## config.mk

```make
export PLATFORM = sky130hd
export DESIGN_NAME = jpeg_frame_header_scanner
export DESIGN_NICKNAME = d
export VERILOG_FILES = /design/src/hdl/jfhs_pkg.sv /design/src/hdl/jfhs_parse.sv /design/src/hdl/jpeg_frame_header_scanner.sv
export SDC_FILE = /design/constraint.sdc
export NUM_CORES = 1
export LEC_CHECK = 0
export BUFFER_PORTS_ARGS = -buffer_cell sky130_fd_sc_hd__buf_2
export CORE_MARGIN = 2
export CORE_UTILIZATION = 30
export CTS_BUF_LIST = sky130_fd_sc_hd__clkbuf_8 sky130_fd_sc_hd__clkbuf_16
export DETAILED_ROUTE_END_ITERATION = 12
export GPL_TIMING_DRIVEN = 0
export SETUP_SLACK_MARGIN = 0.2
export SYNTH_ARGS = -nofsm -noshare
export SYNTH_HDL_FRONTEND = slang
export SYNTH_HIERARCHICAL = 1
export SYNTH_SLANG_ARGS = --single-unit
```

## constraint.sdc

```tcl
create_clock -name clk -period 7 [get_ports clk]
set_input_delay 0.7 -clock clk [delete_from_list [all_inputs] [get_ports clk]]
set_output_delay 0.7 -clock clk [all_outputs]
set_load 0.01 [all_outputs]
```

## src/hdl/jfhs_pkg.sv

```systemverilog
`timescale 1ns / 1ps

package jfhs_pkg;

  // Marker bytes and codes used by the scanner.
  localparam logic [7:0] MK_FILL = 8'hff;
  localparam logic [7:0] MK_SOI  = 8'hd8;
  localparam logic [7:0] MK_EOI  = 8'hd9;
  localparam logic [7:0] MK_SOF0 = 8'hc0;
  localparam logic [7:0] MK_SOS  = 8'hda;
  localparam logic [7:0] MK_DHT  = 8'hc4;
  localparam logic [7:0] MK_JPG  = 8'hc8;
  localparam logic [7:0] MK_DAC  = 8'hcc;
  localparam logic [7:0] MK_TEM  = 8'h01;
  localparam logic [7:0] MK_RST0 = 8'hd0;
  localparam logic [7:0] MK_RST7 = 8'hd7;
  localparam logic [7:0] MK_NUL  = 8'h00;

  localparam logic [7:0] BASELINE_PRECISION = 8'd8;

  localparam logic [15:0] MAX_DIM_RESET = 16'd4096;

  // Result status codes.
  localparam logic [1:0] ST_OK      = 2'd0;
  localparam logic [1:0] ST_INVALID = 2'd1;
  localparam logic [1:0] ST_TRUNC   = 2'd2;
  localparam logic [1:0] ST_UNSUPP  = 2'd3;

  typedef enum logic [2:0] {
    PH_SOI0,
    PH_SOI1,
    PH_MARK,
    PH_FILL,
    PH_LEN0,
    PH_LEN1,
    PH_BODY
  } phase_t;

  // One result produced by the parser for the byte being taken.
  typedef struct packed {
    logic        valid;
    logic [1:0]  status;
    logic [15:0] width;
    logic [15:0] height;
    logic [1:0]  comps;
  } result_t;

endpackage

```

## src/hdl/jfhs_parse.sv

```systemverilog
`timescale 1ns / 1ps

module jfhs_parse import jfhs_pkg::*; (
  input  logic        clk,
  input  logic        rst,
  input  logic        take,
  input  logic [7:0]  data_byte,
  input  logic        is_last,
  input  logic [15:0] max_dimension,
  output result_t     res
);

  phase_t      phase, phase_next;
  logic [2:0]  bytes_seen, bytes_seen_next;
  logic [7:0]  marker_code, marker_code_next;
  logic [15:0] segment_size, segment_size_next;
  logic [15:0] segment_progress, segment_progress_next;
  logic [7:0]  sample_precision, sample_precision_next;
  logic [15:0] frame_height, frame_height_next;
  logic [15:0] frame_width, frame_width_next;
  logic [7:0]  frame_components, frame_components_next;
  logic        verdict_given;

  logic        hit;
  logic [1:0]  hit_status;
  logic        judge_now;
  logic        is_frame;
  logic [9:0]  need_size;

  always_comb begin
    bytes_seen_next = (bytes_seen < 3'd4) ? bytes_seen + 3'd1 : bytes_seen;
    phase_next            = phase;
    marker_code_next      = marker_code;
    segment_size_next     = segment_size;
    segment_progress_next = segment_progress;
    sample_precision_next = sample_precision;
    frame_height_next     = frame_height;
    frame_width_next      = frame_width;
    frame_components_next = frame_components;
    hit        = 1'b0;
    hit_status = ST_INVALID;
    judge_now  = 1'b0;

    case (phase)
      PH_SOI0: begin
        if (data_byte != MK_FILL) hit = 1'b1;
        else phase_next = PH_SOI1;
      end
      PH_SOI1: begin
        if (data_byte != MK_SOI) hit = 1'b1;
        else phase_next = PH_MARK;
      end
      PH_MARK: begin
        if (data_byte != MK_FILL) hit = 1'b1;
        else phase_next = PH_FILL;
      end
      PH_FILL: begin
        if (data_byte != MK_FILL) begin
          marker_code_next = data_byte;
          if (data_byte == MK_NUL || data_byte == MK_EOI) begin
            hit = 1'b1;
          end else if (data_byte inside {MK_TEM, MK_SOI, [MK_RST0:MK_RST7]}) begin
            phase_next = PH_MARK;
          end else begin
            phase_next = PH_LEN0;
          end
        end
      end
      PH_LEN0: begin
        segment_size_next = {data_byte, 8'h00};
        phase_next = PH_LEN1;
      end
      PH_LEN1: begin
        segment_size_next = {segment_size[15:8], data_byte};
        if (segment_size_next < 16'd2) begin
          hit = 1'b1;
        end else begin
          segment_progress_next = 16'd2;
          if (segment_size_next == 16'd2) judge_now = 1'b1;
          else phase_next = PH_BODY;
        end
      end
      PH_BODY: begin
        case (segment_progress)
          16'd2:   sample_precision_next = data_byte;
          16'd3:   frame_height_next = {data_byte, 8'h00};
          16'd4:   frame_height_next = {frame_height[15:8], data_byte};
          16'd5:   frame_width_next = {data_byte, 8'h00};
          16'd6:   frame_width_next = {frame_width[15:8], data_byte};
          16'd7:   frame_components_next = data_byte;
          default: ;
        endcase
        segment_progress_next = segment_progress + 16'd1;
        if (segment_progress_next == segment_size) judge_now = 1'b1;
      end
      default: ;
    endcase

    // Judge a complete segment on the field values that include this byte.
    is_frame = (marker_code_next[7:4] == 4'hc) && (marker_code_next != MK_DHT) &&
               (marker_code_next != MK_JPG) && (marker_code_next != MK_DAC);
    need_size = 10'd8 + {2'b00, frame_components_next} +
                {1'b0, frame_components_next, 1'b0};
    if (judge_now) begin
      if (is_frame) begin
        hit = 1'b1;
        if (marker_code_next != MK_SOF0) begin
          hit_status = ST_UNSUPP;
        end else if (segment_size_next < 16'd8 ||
                     sample_precision_next != BASELINE_PRECISION ||
                     frame_width_next == 16'd0 || frame_height_next == 16'd0 ||
                     frame_width_next > max_dimension ||
                     frame_height_next > max_dimension ||
                     (frame_components_next != 8'd1 && frame_components_next != 8'd3) ||
                     segment_size_next != {6'b0, need_size}) begin
          hit_status = ST_INVALID;
        end else begin
          hit_status = ST_OK;
        end
      end else if (marker_code_next == MK_SOS) begin
        hit = 1'b1;
      end else begin
        phase_next = PH_MARK;
      end
    end

    res.valid  = take && !verdict_given && (hit || is_last);
    res.status = hit ? hit_status : ((bytes_seen_next < 3'd4) ? ST_INVALID : ST_TRUNC);
    if (hit && hit_status == ST_OK) begin
      res.width  = frame_width_next;
      res.height = frame_height_next;
      res.comps  = frame_components_next[1:0];
    end else begin
      res.width  = 16'd0;
      res.height = 16'd0;
      res.comps  = 2'd0;
    end
  end

  always_ff @(posedge clk) begin
    if (rst || (take && is_last)) begin
      phase            <= PH_SOI0;
      bytes_seen       <= 3'd0;
      marker_code      <= 8'd0;
      segment_size     <= 16'd0;
      segment_progress <= 16'd0;
      sample_precision <= 8'd0;
      frame_height     <= 16'd0;
      frame_width      <= 16'd0;
      frame_components <= 8'd0;
      verdict_given    <= 1'b0;
    end else if (take) begin
      bytes_seen <= bytes_seen_next;
      if (!verdict_given) begin
        phase            <= phase_next;
        marker_code      <= marker_code_next;
        segment_size     <= segment_size_next;
        segment_progress <= segment_progress_next;
        sample_precision <= sample_precision_next;
        frame_height     <= frame_height_next;
        frame_width      <= frame_width_next;
        frame_components <= frame_components_next;
        verdict_given    <= hit;
      end
    end
  end

endmodule

```

## src/hdl/jpeg_frame_header_scanner.sv

```systemverilog
`timescale 1ns / 1ps

// Scans a JPEG file presented one byte per input transaction (is_last marks the
// final byte) and returns exactly one result transaction per file: status ok with
// the baseline frame width, height and component count, unsupported for other
// frame types, invalid for malformed data, or truncated when the file ends early
// (a file of fewer than four bytes is invalid). The parser never stalls, so one
// input transaction is accepted each clock while the output register is empty or
// being drained. The result is held in that output register; while a result
// waits there unaccepted, in_ready follows out_ready, so the byte source stalls
// until the result is taken. The result appears in the cycle after the byte that
// decides it; bytes after a decision are consumed silently up to the last byte,
// after which the parser is ready for the next file. max_dimension (reset 4096)
// is written through cfg_we/cfg_wdata and should only change between files.
module jpeg_frame_header_scanner import jfhs_pkg::*; (
  input  logic        clk,
  input  logic        rst,
  input  logic        cfg_we,
  input  logic [15:0] cfg_wdata,
  input  logic        in_valid,
  output logic        in_ready,
  input  logic [7:0]  data_byte,
  input  logic        is_last,
  output logic        out_valid,
  input  logic        out_ready,
  output logic [1:0]  status,
  output logic [15:0] image_width,
  output logic [15:0] image_height,
  output logic [1:0]  component_count
);

  logic [15:0] max_dimension;
  logic        take;
  result_t     res;

  // Configuration register.
  always_ff @(posedge clk) begin
    if (rst) begin
      max_dimension <= MAX_DIM_RESET;
    end else if (cfg_we) begin
      max_dimension <= cfg_wdata;
    end
  end

  // A byte may enter whenever the output register is empty or is being drained.
  assign in_ready = !out_valid || out_ready;
  assign take     = in_valid && in_ready;

  jfhs_parse u_parse (
    .clk           (clk),
    .rst           (rst),
    .take          (take),
    .data_byte     (data_byte),
    .is_last       (is_last),
    .max_dimension (max_dimension),
    .res           (res)
  );

  // Output register.
  always_ff @(posedge clk) begin
    if (rst) begin
      out_valid <= 1'b0;
    end else if (res.valid) begin
      out_valid <= 1'b1;
    end else if (out_ready) begin
      out_valid <= 1'b0;
    end
  end

  always_ff @(posedge clk) begin
    if (res.valid) begin
      status          <= res.status;
      image_width     <= res.width;
      image_height    <= res.height;
      component_count <= res.comps;
    end
  end

  // A good frame always reports nonzero dimensions and one or three components.
  a_ok_fields: assert property (@(posedge clk) disable iff (rst)
    out_valid && status == ST_OK |->
      image_width != 16'd0 && image_height != 16'd0 &&
      (component_count == 2'd1 || component_count == 2'd3))
    else $error("ok result with bad frame fields");

  // Any other outcome carries zero dimensions.
  a_err_zero: assert property (@(posedge clk) disable iff (rst)
    out_valid && status != ST_OK |->
      image_width == 16'd0 && image_height == 16'd0 && component_count == 2'd0)
    else $error("error result with nonzero fields");

  // A new result only follows an accepted byte.
  a_res_cause: assert property (@(posedge clk) disable iff (rst)
    $rose(out_valid) |-> $past(in_valid && in_ready))
    else $error("result without input transaction");

endmodule
```

# Word-level counts from Yosys, hierarchy flattened
# Cells that the tools add are included.
# word_totals
elab_cells	141
input_bits	30
reg_bits	148
output_inout_bits	38
# classes
n_bitwise	1
n_reduce_logical	34
n_eq_ne	30
n_addsub	4
muxes	48
n_lt_le_gt_ge	8
# ops
op	count
one-hot mux 16 bit (2 select lines)	4
equality test 16 x 3 -> 1 bit, second input constant	4
equality test 16 x 2 -> 1 bit, second input constant	3
2-to-1 mux 16 bit	3
2-to-1 mux 8 bit	6
inequality test 8 bit, second input constant	6
2-to-1 mux 3 bit	12
> comparator 16 bit	2
logical NOT 16 bit	2
equality test 8 bit, second input constant	3
one-hot mux 3 bit (6 select lines)	1
adder 16 x 1 -> 16 bit, second input constant	1
equality test 16 bit	1
< comparator 16 x 2 -> 1 bit, second input constant	1
< comparator 16 x 4 -> 1 bit, second input constant	1
inequality test 16 x 10 -> 1 bit	1
2-to-1 mux 1 bit	15
logical OR 1 bit	11
adder 10 x 9 -> 10 bit	1
logical AND 1 bit	10
2-to-1 mux 2 bit	5
adder 4 x 8 -> 9 bit, first input constant	1
equality test 3 bit, second input constant	3
equality test 8 x 1 -> 1 bit, second input constant	1
other kinds (23)	27

# Logic depth before layout (Yosys ltp)
# depth
depth_word	17
depth_mapped	20
depth_no_buf	16

# By module
# Netlist, hierarchy kept.
# by_module_without_submodules
mod	instances	area_per_inst_um2	cells_per_inst
jfhs_parse	1	7498.4	988
jpeg_frame_header_scanner	1	1705.4	93

# Worst setup path before layout
# OpenSTA, ideal clock, no wires.
# synth_path
path_kind	in2reg
startpoint	input data_byte[1]
endpoint	register component_count[0], enable pin
setup_time_ns	0.443
arrival_ns	4.473
n_path_buf	2
stages	9
slack_ns	2.084
path_cell_list	clkbuf_1 -> nand4_1 -> o21ba_2 -> buf_2 -> o22ai_1 -> or3b_2 -> a31oi_1 -> o22ai_1 -> a21oi_1
# synth_lines
element	line	text
start: declaration	jpeg_frame_header_scanner.sv:22	input logic [7:0] data_byte,
end signal: assignment	jpeg_frame_header_scanner.sv:75	component_count <= res.comps;
end: declaration	jpeg_frame_header_scanner.sv:29	output logic [1:0] component_count

# Final worst setup path
# layout_path
startpoint	register u_parse.segment_progress[10]
endpoint	register image_height[5], data pin
# layout_via
word_cells_on_any_way	43
# layout_lines
element	line	text
start: declaration	jfhs_parse.sv:17	logic [15:0] segment_progress, segment_progress_next;
start signal: assignment	jfhs_parse.sv:158	segment_progress <= segment_progress_next;
equality test 16 x 3 -> 1 bit *	jfhs_parse.sv:84	case (segment_progress)
2-to-1 mux 8 bit *	jfhs_parse.sv:84	
2-to-1 mux 8 bit *	jfhs_parse.sv:44	case (phase)
via u_parse.frame_components_next[1]	jfhs_parse.sv:21	logic [7:0] frame_components, frame_components_next;
adder 4 x 8 -> 9 bit (tied with other cells)	jfhs_parse.sv:102	need_size = 10'd8 + {2'b00, frame_components_next} +
adder 10 x 9 -> 10 bit or logical AND 1 bit (tied branches)	jfhs_parse.sv:102, jfhs_parse.sv:114	
inequality test 16 x 10 -> 1 bit or logical OR 1 bit (tied branches)	jfhs_parse.sv:115, jfhs_parse.sv:113	
logical OR 1 bit *	jfhs_parse.sv:114	(frame_components_next != 8'd1 && frame_components_next != 8'd3) ||
2-to-1 mux 1 bit *	jfhs_parse.sv:109	end else if (segment_size_next < 16'd8 ||
2-to-1 mux 2 bit *	jfhs_parse.sv:107	if (marker_code_next != MK_SOF0) begin
2-to-1 mux 2 bit *	jfhs_parse.sv:105	if (is_frame) begin
2-to-1 mux 2 bit *	jfhs_parse.sv:104	if (judge_now) begin
logical NOT 2 bit *	jfhs_parse.sv:129	if (hit && hit_status == ST_OK) begin
logical AND 1 bit *	jfhs_parse.sv:129	
end signal: assignment	jpeg_frame_header_scanner.sv:74	image_height <= res.height;
end: declaration	jpeg_frame_header_scanner.sv:28	output logic [15:0] image_height,
# The timed path passes the listed nets; every way through them passes the cells marked *.
# A chain may end at the register's enable or synchronous reset.

==> results.md <==
Yosys:
- The net count after synthesis is 1165.
- The distinct cell type count of the synthesized netlist is 78.
- The cell area that synthesis handed to floorplanning was 9204 µm².
- For this run, the leading register cell type out of synthesis is dfxtp_1.
- The instance count of the mapped netlist is 1081.
- After synthesis, the share of flip-flops with an asynchronous set or reset is 0%.
- Averaged over all synthesized cells, the footprint is 8.514 µm².
- The number of synthesized flops with an enable pin is 36.
- Counting flops and latches in the post-synthesis netlist gives 148.
- The yosys synthesis warning count is 6.
- The share of the Yosys chip area taken by registers is 36.11%.

Floorplan:
- The area inside the core boundary is 30430 µm².
- The number of ports placed on the die boundary is 68.
- The die covers 32100 µm².
- The die is 179.2 µm wide.
- For this configuration, the core starts out at a cell density of 30.25%.
- Measured along the y axis, the die boundary spans 179.2 µm.
- The cell row count is 64.

Detailed routing:
- The violation count after the first detailed-routing iteration is 912.
- The total wire length is 28670 µm.
- The detailed router placed 8609 vias in this run.
- Using the TritonRoute via totals, the vias-per-cell ratio works out to 5.476.
- The length of the first detailed-routing pass in iterations is 7.
- The routed wire length per instance is 18.24 µm.
- The DRC violation count after routing is 0.
- The count of nets left with antenna violations once routing finished came out at 0.

Clock network:
- The hold-fix buffer count after cts is 0.
- The maximum root-to-sink buffer count is 2.
- The total number of clock tree sinks is 148.
- Clock latency on the worst-skew pair, taken at its later pin, is 0.42 ns.
- The maximum level of the CTS H-tree is 4.
- The buffers inserted during post-CTS setup optimization is 0.
- Clock tree synthesis selected as its root buffer the cell clkbuf_16.
- The TritonCTS clock tree is built.
- Counting the buffers created by CTS gives 17.
- After clock tree synthesis, the repair step resized 0 gates.
- Clock-pin slew was measured on the worst setup and hold paths at 0.07 ns.

Timing:
- The maximum clock frequency is 174.7 MHz.
- Setup repair after global routing left no endpoint under its margin.
- The shortest clock period the worst path allows after layout is 5.725 ns.
- The transition time at the pin with the least slew margin is 0.9651 ns.
- The number of hold-slack violations in the final timing report is 0.
- The number of endpoints failing setup at the final stage is 0.
- The headroom to the max-slew limit is 35.66%.
- In the post-route analysis, the smallest setup slack over all paths is 1.275 ns.
- The clock tree skew after final layout is 0.01144 ns.
- The final cycle utilization of the critical path is 81.79%.
- The max-slew violation count was 0.
- For the final routed database, the setup TNS stands at 0 ns.

Critical path:
- Along the worst path, the maximum fanout reaches 10.
- For the worst setup path, the data arrival time is 5.99 ns.
- The required time at the worst-slack endpoint is 7.27 ns.
- The worst setup path is captured at a flip-flop.
- The nature of the critical path startpoint is a flip-flop.
- The slack of the worst reg-to-reg path is 1.27 ns.
- The critical path class is reg2reg.

GRT:
- The first global-routing pass estimated 44720 µm of wire.
- The number of global-route vias before repair was 7935.
- The leftover overflow at the end of global routing is 0.
- The initial antenna violation count is 2.
- The combined global-route utilization of all metal layers is 18.07%.
- The pin count of the biggest net entering global routing is 32.

Worst hold path:
- The worst hold path belongs to the class reg2reg.

Run:
- The tool flagged a number of max-cap violations equal to 0.

Finish:
- In the final design database the tool counted 1246 nets.
- For this run, the number of standard cells in the final layout without fillers is 1572.
- The area overhead of the layout relative to synthesis is 15.81%.
- The share of the core filled with cells is 35.03%.
- The share of post-route cells with drive strength above 1 is 14.74%.
- The finished cells cover 10660 µm².
- The multi-input combinational cells in the finished layout cover a total of 5250 µm².
- The sequential cells in the finished layout cover a total of 3323 µm².
- The number of filler instances in the final layout is 3154.

Power:
- The cell area power density is 212.7 nW/µm².
- The static leakage power is 4.114 nW.
- The largest vdd supply drop is 0.1615 mV.

Place:
- The minimum setup slack after placement is 1.405 ns.
- The number of cells after detailed placement is 1539.
- Buffers placed on the I/O ports in this run total 61.
- The HPWL after detailed placement is 21220 µm.
- The routability congestion estimate from global placement is 0.9256.
- After detailed placement, the total cell area comes to 10040 µm².

Status:
- The flow ran to the end, and the final reports show no timing, DRC or antenna violations.
-- layout by cell type (no fill, tap or decap), drive strengths merged, types with 7 or more instances in the layout --
| cell type | n |
|---|---|
| nand4 | 21 |
| xor2 | 10 |
| a21o | 14 |
| dfxtp | 112 |
| a211oi | 47 |
| clkbuf | 68 |
| ha | 53 |
| nor2 | 114 |
| nand2 | 87 |
| a21oi | 79 |
| or3 | 7 |
| nand2b | 10 |
| inv | 74 |
| a31oi | 11 |
| or4 | 11 |
| nand3 | 31 |
| buf | 92 |
| edfxtp | 36 |
| o21ai | 28 |
| xnor2 | 20 |
| nor2b | 9 |
| nor4 | 15 |
| nor3 | 64 |
| a22oi | 27 |
| mux2i | 36 |
-- where the power goes --
part / switching [mW] / internal (mW) / leakage, nW / total, mW
registers: 0.0239 / 0.918 / 1.26 / 0.942
logic: 0.223 / 0.127 / 2.56 / 0.350
clock network: 0.404 / 0.572 / 0.297 / 0.975
total: 0.651 / 1.62 / 4.11 / 2.27
-- worst paths after layout --
| kind | startpoint | endpoint | depth (start not counted) |
|---|---|---|---|
| setup reg to reg | u_parse/segment_progress[10]$_SDFFE_PP0P_ | image_height[5]$_DFFE_PP_ | 20 |
| setup / recovery | u_parse/segment_progress[10]$_SDFFE_PP0P_ | image_height[5]$_DFFE_PP_ | 20 |
| hold reg to reg | u_parse/sample_precision[5]$_SDFFE_PP0P_ | u_parse/sample_precision[5]$_SDFFE_PP0P_ | 2 |
| hold / removal | u_parse/sample_precision[5]$_SDFFE_PP0P_ | u_parse/sample_precision[5]$_SDFFE_PP0P_ | 2 |
-- kinds of logic after synthesis --
group	after synthesis	share of synthesized area [%]
AOI/OAI and AO/OA	258	18.53
muxes	38	4.201
and+or+nand+nor	403	23.67
adders and majority gates	54	7.423
DFF	148	36.11
buffers and inverters	149	6.974
xor gates and xnor gates	31	3.099
-- layer usage --
metal | routed length [µm] | global-route usage, %
met4 | 463 | 5.444
met2 | 13360 | 29.62
met5 | 0 | 0
met3 | 1727 | 2.566
met1 | 13120 | 24.59
-- critical path, cell delays in order, from the launching register on --
cell,delay (ns)
dfxtp_1,0.30
clkbuf_1,0.22
nor4_2,0.32
nand4_1,0.22
buf_2,0.25
nor3_1,0.15
buf_1,0.58
mux2i_1,0.42
inv_1,0.12
ha_1,0.32
ha_1,0.21
fa_1,0.40
a21o_1,0.19
a21oi_1,0.25
o21ai_0,0.18
xnor2_1,0.24
nand4_1,0.11
or4_1,0.52
buf_4,0.21
buf_6,0.16
nor3_2,0.17
-- layout make-up --
type                            count  area share (%)
Sequential cell                   148           31.18
Tap cell                          396           4.648
Buffer                             81           3.627
Timing Repair Buffer               62           3.052
Antenna cell                        2         0.04695
Clock buffer                       17           3.991
Clock inverter                     14           1.808
Multi-Input combinational cell    784           49.25
Inverter                           68           2.395
-- flip-flops by register name (all words and copies together), names as in the netlist --
name,count
u_parse/frame_width,16
u_parse/frame_components,8
u_parse/phase,3
u_parse/bytes_seen,3
u_parse/sample_precision,8
u_parse/verdict_given,1
max_dimension,16
u_parse/segment_progress,16
u_parse/frame_height,16
status,2
image_height,16
image_width,16
out_valid,1
u_parse/marker_code,8
u_parse/segment_size,16
component_count,2
-- stage by stage --
stage | hold slack (ns) | total power, mW
final | 0.4533 | 2.267
after global routing | 0.4707 | 2.360
after CTS | 0.4533 | 2.282
after detailed placement | 0.4438 | 1.306
after global placement | 0.4370 | 1.299
after floorplan | 0.4271 | 1.187
-- cells in the mapped netlist, drive strengths merged (3+ instances only) --
cell type / count / area share (%)
nand3b: 4 / 0.37
xnor2: 20 / 1.9
nor4: 15 / 1.2
o22ai: 6 / 0.41
and3: 6 / 0.41
and4: 3 / 0.29
a31oi: 11 / 0.75
dfxtp: 112 / 24
o21bai: 3 / 0.24
o41ai: 4 / 0.46
xor2: 10 / 0.95
clkbuf: 51 / 2.1
a21oi: 79 / 4.3
and2: 4 / 0.27
ha: 53 / 7.2
edfxtp: 36 / 12
mux2i: 36 / 3.9
o21ai: 28 / 1.5
nor2: 114 / 4.6
nor2b: 9 / 0.61
a21o: 14 / 1.1
a211o: 3 / 0.29
a311oi: 5 / 0.48
or3: 7 / 0.48
buf: 30 / 2.1
o21a: 5 / 0.41
o2111ai: 3 / 0.29
inv: 68 / 2.8
a211oi: 47 / 3.8
or2: 3 / 0.20
a22oi: 27 / 2.2
or4: 11 / 0.98
nor3: 64 / 5.3
nand3: 31 / 1.7
nand2b: 10 / 0.68
nand4: 21 / 1.6
nand2: 87 / 3.5
and4b: 6 / 0.65
(Power assumes the default switching activity.)
